### src/design/csht_ram.sv
// Generic single-write, single-read RAM with registered read data.
`default_nettype none
module csht_ram #(
    parameter int WIDTH = 8,
    parameter int DEPTH = 16
) (
    input  wire                      i_clk,
    input  wire                      i_we,
    input  wire [$clog2(DEPTH)-1:0]  i_waddr,
    input  wire [WIDTH-1:0]          i_wdata,
    input  wire [$clog2(DEPTH)-1:0]  i_raddr,
    output logic [WIDTH-1:0]         o_rdata
);

    logic [WIDTH-1:0] r_mem [DEPTH];

    always_ff @(posedge i_clk) begin
        if (i_we) begin
            r_mem[i_waddr] <= i_wdata;
        end
        o_rdata <= r_mem[i_raddr];
    end

endmodule
`default_nettype wire

### config.mk
export PLATFORM = sky130hd
export DESIGN_NAME = csht_ram
export DESIGN_NICKNAME = d
export VERILOG_FILES = /design/src/design/csht_ram.sv
export SDC_FILE = /design/constraint.sdc
export NUM_CORES = 1
export LEC_CHECK = 0
export BUFFER_PORTS_ARGS = -buffer_cell sky130_fd_sc_hd__buf_2
export CORE_MARGIN = 2
export CORE_UTILIZATION = 31
export CTS_CLUSTER_DIAMETER = 80
export CTS_CLUSTER_SIZE = 30
export DETAILED_ROUTE_END_ITERATION = 8
export HOLD_SLACK_MARGIN = 0.03
export PLACE_DENSITY_LB_ADDON = 0.12
export SLEW_MARGIN = 25
export SYNTH_ARGS = -nofsm -noshare
export SYNTH_HDL_FRONTEND = slang
export SYNTH_SLANG_ARGS = --single-unit
### constraint.sdc
create_clock -name i_clk -period 2.7 [get_ports i_clk]
set_clock_uncertainty 0.1 [all_clocks]
set_input_delay 0.135 -clock i_clk [delete_from_list [all_inputs] [get_ports i_clk]]
set_output_delay 0.135 -clock i_clk [all_outputs]
set_load 0.005 [all_outputs]
==> summary.md, run 1 <==
Clock tree synthesis found a total of 136 sinks. Summing over every cut layer, the via total after detailed routing is 2419. TritonCTS built the clock tree. Warning count from the yosys run: 0. The arrival time of the worst setup path was 1.68 ns; the floorplan die height was 133 um. The largest fanout on the critical path was 1.

The flip-flop and latch count after synthesis is 136. Of all cell types, the one taking the most synthesized area is edfxtp_1. The logs give 0.378 for the share of the core filled with cells in the final layout and 26 for the number of I/O pins. The final-layout setup total negative slack came out at 0 ns.

The type of the worst min-delay path is primary input to flop. The post-placement cell count was 483. Excluding fillers, the count of instances in the completed layout stands at 521. For the pin with the worst max-slew slack, the measured transition is 0.759 ns. The run gives 6870 um as the HPWL reported at the end of detailed placement. The number of filler instances in the final layout came out at 1496. The worst path required time is 2.88 ns, and the initial standard-cell utilization of the core is 0.314.

The detailed-route vias per instance was 4.64. The tools report the total global-route track usage as 0.134. Insertion delay to the later sink of the worst-skew pair: 0.41 ns.

Category of the critical setup timing path: flop to flop. For the highest clock frequency the design can meet, the log shows 667 MHz. Counting both buffers and inverters, the worst setup path holds a total of 0.

The portion of synthesized cell area occupied by the leading cell type is 0.747. The number of failing setup endpoints in the final timing report was 0. STA classifies the critical path endpoint as a flop. For this design the static power due to leakage is 2.08 nW. The design draws 4.62 mW.

Summing every instance area after synthesis gives 0.00515 mm^2. The core region is 0.0164 mm^2. On the critical path, the stage with the largest delay is an instance of mux4_1.

The floorplan has 47 rows. By area the synthesized netlist is led by edfxtp_1, mux4_2, mux4_1. Delay of the slowest critical-path stage: 0.55 ns. For this run, the post-layout net count is 307. VDD sags by at most 411 uV. The final cycle utilization of the critical path was 0.555; the smallest hold slack was 0.0423 ns. The number of DRC violations after detailed-routing iteration 0 is 218, and the part of the Yosys area used for sequential elements is 0.778. The tools report the via count of the first global-routing pass as 2548. The post-CTS repair timing setup buffer count was 0. The kind of cell adding the most delay to the critical path is multiplexers.

The total of buffers placed on input and output ports was 25. 0 antenna diodes ended up in the layout. Entering global routing, the biggest net connects 27 pins. For the total count of hold-check failures in the final report, the log shows 0. The run finished with clean final reports.

The relative max-transition margin came out at 0.493. The clock root buffer is clkbuf_16. A synthesized cell averages 22.5 um^2. The fraction of layout instances using a drive strength above 1 is 0.279. The run gives 0 as the number of antenna violations at the first check in global routing.

The width of the chip came out at 133 um. After layout, the minimum clock period comes to 1.50 ns. The H-tree was split into 4 levels. STA classifies the critical path startpoint as a flop.

The first global-routing pass estimated 16500 um of wire. The remaining number of nets flagged by the antenna check after routing was 0. Synthesis produced 229 cells.

Walking the worst path, the cells encountered are mux4_1 > a22oi_1 > nand2_1. After detailed routing, the total wire length is 10800 um. In this run the deepest clock path goes through 2 buffers. The post-detailed-route DRC marker count was 0; the area enclosed by the die boundary was 0.0177 mm^2. The netlist uses 19 different library cells. The clock-pin slew of the registers on the worst-case setup and hold paths works out to 0.05 ns. Number of nets in the synthesized netlist: 247. Setup repair after global routing left no endpoint under its margin.

The tool flagged a number of max-cap violations equal to 0. Number of search-and-repair iterations in the first detailed-routing pass: 4. The per-cell routed wire length was 20.8 um; the total power density per cell area was 746 mW/mm^2.

The final count of pins violating max slew was 0; the global route total overflow was 0. At the end of routability-driven placement, the weighted congestion stood at 0.683. The total clock buffers created by CTS is 17, and the growth of design area from synthesis to finish is 20.3%.
cell usage after synthesis:
cell / number
nand2b_1: 2
nand3b_1: 2
a22oi_1: 16
buf_2: 3
clkdlybuf4s25_2: 3
or3b_2: 1
buf_4: 1
nor3_1: 4
mux4_1: 14
nand3_1: 1
nor2b_1: 1
edfxtp_1: 128
and2b_1: 1
nand2_1: 9
mux4_2: 18
buf_6: 3
nor2_1: 13
and2_1: 1
dfxtp_1: 8
cells by family after synthesis:
group / synth area share
AOI/OAI and AO/OA: 0.0233
buffers and inverters: 0.0168
DFF: 0.778
muxes: 0.150
and+or+nand+nor: 0.0318
what timing repair did:
action / 4_1_cts / 5_1_grt
endpoints found under the hold margin: 104 / 0
hold buffers: 7 / 0
resized for setup: 0 / 0
flip-flops by register name, indices dropped and copies added, names as in the netlist:
| signal | cells |
|---|---|
| r_mem | 128 |
| o_rdata | 8 |
cells in the final DEF, fill, tap and decap left out:
| cell | instances |
|---|---|
| nand2_1 | 9 |
| dfxtp_1 | 8 |
| and2b_1 | 1 |
| buf_12 | 1 |
| and2_1 | 1 |
| or3b_2 | 1 |
| nand3_1 | 1 |
| buf_2 | 25 |
| nor3_1 | 4 |
| mux4_2 | 18 |
| nand3b_1 | 2 |
| mux4_1 | 14 |
| buf_4 | 18 |
| clkbuf_16 | 17 |
| edfxtp_1 | 128 |
| clkbuf_1 | 8 |
| clkinv_2 | 3 |
| dlygate4sd3_1 | 7 |
| nor2b_1 | 1 |
| nor2_1 | 13 |
| a22oi_1 | 16 |
| clkinv_1 | 2 |
| bufinv_16 | 1 |
| nand2b_1 | 2 |
per-stage QoR:
stage / setup slack [ns] / instance area [um^2]
2_1_floorplan: 0.972 / 5150
3_3_place_gp: 0.786 / 5620
3_5_place_dp: 0.794 / 5620
4_1_cts: 1.16 / 6190
5_1_grt: 1.12 / 6190
6_report: 1.20 / 6190
area by class of cell:
type	count	area, um^2	share of cell area
Clock buffer	25	455	0.0735
Clock inverter	6	52.6	0.00848
Multi-Input combinational cell	83	1060	0.171
Sequential cell	136	4000	0.646
Tap cell	220	275	0.0444
Timing Repair Buffer	51	350	0.0566
report_power, final:
group | leakage [nW] | switching, mW | internal (mW)
logic | 0.605 | 0.127 | 0.0997
registers | 1.22 | 0.0130 | 2.36
clock network | 0.248 | 0.770 | 1.25
layer usage:
layer	track usage	up-vias	share of wire	wire length, um
met5	0	-	0	0
met3	0.0364	10	0.031	340
met2	0.208	43	0.49	5320
met4	0.0591	0	0.012	132
met1	0.177	1273	0.47	5040
li1	-	1093	-	-
worst reg2reg max path: cells and delay by family (launching register included):
kind	cells	cell delay [ns]
AOI/OAI and AO/OA	1	0.25
DFF	1	0.36
muxes	1	0.55
and+or+nand+nor	1	0.11
worst paths after layout:
path | end | depth (start not counted) | start | slack, ns
max | o_rdata[3] | 3 | r_mem[6][3] | 1.20
min | r_mem[8][6] | 1 | i_wdata[6] | 0.04
max reg2reg | o_rdata[3] | 3 | r_mem[6][3] | 1.20
min reg2reg | o_rdata[4] | 3 | r_mem[10][4] | 0.58
Power figures use the tool's default switching activity.
==> inputs of run 2 (changes only) <==
--- a/config.mk
+++ b/config.mk
@@ -5,6 +5,7 @@
 export SDC_FILE = /design/constraint.sdc
 export NUM_CORES = 1
 export LEC_CHECK = 0
+export ABC_AREA = 1
 export BUFFER_PORTS_ARGS = -buffer_cell sky130_fd_sc_hd__buf_2
 export CORE_MARGIN = 2
 export CORE_UTILIZATION = 31
==> constraint.sdc (replaced) <==
create_clock -name i_clk -period 1.35 [get_ports i_clk]
set_clock_uncertainty 0.1 [all_clocks]
set_input_delay 0.0675 -clock i_clk [delete_from_list [all_inputs] [get_ports i_clk]]
set_output_delay 0.0675 -clock i_clk [all_outputs]
set_load 0.005 [all_outputs]
==> summary.md, run 2 <==
The run finished with clean final reports. For the number of nets in the synthesized netlist, the log shows 569. The most frequent cell on the critical path is nand3_1. At the pin with the least slew margin, the transition time is 0.383 ns. The area inside the core boundary was 0.0181 mm^2.

In this run the cell area measured after placement is 0.00631 mm^2. The final cycle utilization of the critical path was 0.824. The signal on the critical path passes through inv_1 > nand2_1 > nand3_1 > nand3_1 > nand3_1 > nand2_1. The floorplan die height was 140 um. The largest registers in the layout are r_mem (128), o_rdata (8).

The run gives 8 as the number of buffers inserted by hold repair at cts. The number of max-cap violations came out at 0. The cell with the most instances after synthesis was nand2_1. The number of clock buffers added by TritonCTS is 17.

The largest total area in the synthesized netlist belongs to edfxtp_1. In this run the cell area of the synthesized design comes to 0.00577 mm^2. The flip-flop and latch count after synthesis came out at 136.

Yosys attributes the largest share of cell area to edfxtp_1, nand2_1, nand3_1. The type of the worst min-delay path was primary input to flop. In this run, the number of DRC markers left after iteration 0 of detailed routing was 293. At the worst endpoint, the arrival time is 1.32 ns. The die covers 0.0197 mm^2. The largest fanout on the critical path was 1; the number of flip-flops under the largest register name was 128.

The master of the slowest instance on the critical path is edfxtp_1. Buffers added to address setup during post-CTS repair amount to 0. Initial standard-cell utilization of the core: 0.319. The growth of design area from synthesis to finish is 21.8%, and the largest net degree at the start of global routing is 39. The worst setup path is captured at a flop.

The clock reaches the later pin of the worst-skew pair after 0.43 ns. Each instance of the synthesized netlist takes up on average 10.5 um^2. The detail route stage leaves a number of antenna-violating nets equal to 0. The library cell used most frequently in the layout, excluding fill and tap cells, is nand2_1. The first global-routing pass estimated 22100 um of wire. The total count of hold-check failures in the final report came out at 0.

Ranked by instance count, the synthesized netlist is headed by nand2_1, edfxtp_1, inv_1, nand3_1, nor2_1. The floorplan has 49 rows. TritonCTS built the clock tree.

The part of the Yosys area used for sequential elements was 0.694; the via count of the first global-routing pass was 3763. Using the TritonRoute via totals, the vias-per-cell ratio works out to 4.50. The width of the chip was 140 um; the final-layout setup total negative slack was 0 ns. The tools report the number of clock sinks as 136. The logs give 625 for the final layout net count and 8920 um for the HPWL reported at the end of detailed placement.

In the routed design, unresolved DRC markers number 0. The number of failing setup endpoints in the final timing report came out at 0. The highest clock frequency the design can meet came out at 899 MHz. The portion of synthesized cell area occupied by the leading cell type was 0.667. The tools report the total wire length as 14400 um. The setup path with the least slack is of type flop to flop. The logs give 3822 for the total vias in the final route and 0.154 for the total global-route track usage. With fillers left out, the area of the finished cells amounts to 0.00702 mm^2.

The worst path required time was 1.56 ns; the number of synthesized flops with an enable pin was 128. In this run the count of I/O pins placed on the die edge is 26. The top cell types in the final layout, fill and taps aside, are nand2_1, edfxtp_1, inv_1. The worst vdd rail ir drop is 928 uV, and the global route total overflow is 0. The most used flip-flop cell after synthesis is edfxtp_1. The total of buffers placed on input and output ports is 25. For this design the ratio of total power to cell area is 1470 mW/mm^2. The tools report the relative max-transition margin as 0.744. The worst setup path is launched from a flop. The number of antenna violations at the first check in global routing is 0, and the delay of the slowest critical-path stage is 0.36 ns. For this run, the number of Yosys warnings is 0. Summed over all cells, the static leakage comes to 3.03 nW. The final antenna diode count came out at 0.

The design draws 10.4 mW. Dividing the detail-routed wire length by the instance count gives 16.9 um. Number of search-and-repair iterations in the first detailed-routing pass: 4.

In this run, distinct cell masters in the synthesized netlist total 12. For the finished layout, the period the worst path requires is 1.11 ns. The logs give 0.388 for the share of the core filled with cells in the final layout and 0 for the final count of pins violating max slew. The clock-pin slew of the registers on the worst-case setup and hold paths is 0.06 ns. Counting flops per register, the top entry is r_mem. The cell sitting at the root of the clock tree is a clkbuf_16. After clock tree synthesis, the repair step resized 0 gates. Setup repair after global routing left no endpoint under its margin. The fraction of layout instances using a drive strength above 1 is 0.135. The maximum level of the CTS H-tree was 4; the async set-or-reset flop fraction in the synthesized netlist was 0.

The cell count after synthesis came out at 551. The maximum buffer depth of the clock tree is 2, and the final RePlAce weighted congestion is 0.752.
## run 2: worst paths after layout
| kind | slack [ns] | endpoint | cells after the start | startpoint |
|---|---|---|---|---|
| max | 0.24 | o_rdata[5] | 6 | r_mem[1][5] |
| min | 0.05 | o_rdata[4] | 4 | i_raddr[3] |
| max reg2reg | 0.24 | o_rdata[5] | 6 | r_mem[1][5] |
| min reg2reg | 0.58 | o_rdata[4] | 6 | r_mem[2][4] |
## run 2: routing by layer
layer | vias up | track usage | routed length, um
met3 | 21 | 0.0362 | 564
met5 | - | 0 | 0
li1 | 1884 | - | -
met1 | 1852 | 0.196 | 6630
met4 | 0 | 0.0595 | 250
met2 | 65 | 0.256 | 6930
## run 2: layout make-up
class	count	area [um^2]
Fill cell	1755	11100
Sequential cell	136	4000
Multi-Input combinational cell	289	1210
Timing Repair Buffer	61	503
Clock buffer	17	425
Inverter	102	383
Tap cell	229	287
Clock inverter	15	208
## run 2: kinds of logic (layout without fill, tap and decap cells)
kind of cell           after synthesis  count (layout)  share of synthesized area
buffers and inverters              126             195                     0.0952
DFF                                136             136                      0.694
and+or+nand+nor                    289             289                      0.210
## run 2: critical path: cells and delay by family (launching register included)
kind          cells  cell delay, ns
buf+inv           1            0.06
flops             1            0.36
simple gates      5            0.48
## run 2: where the power goes
part	total, mW	switching [mW]	leakage (nW)	internal (mW)
combinational	0.633	0.412	1.50	0.221
clock	4.98	1.73	0.301	3.24
sequential	4.75	0.0287	1.22	4.72
total	10.4	2.17	3.03	8.18
## run 2: through the flow
stage	std cells	hold WS [ns]	setup WS, ns
floorplan	551	0.0664	0.232
global placement	809	0.352	0.0880
detailed placement	809	0.358	0.0687
CTS	849	0.0387	0.198
global route	849	0.0671	0.146
finish	849	0.0548	0.237
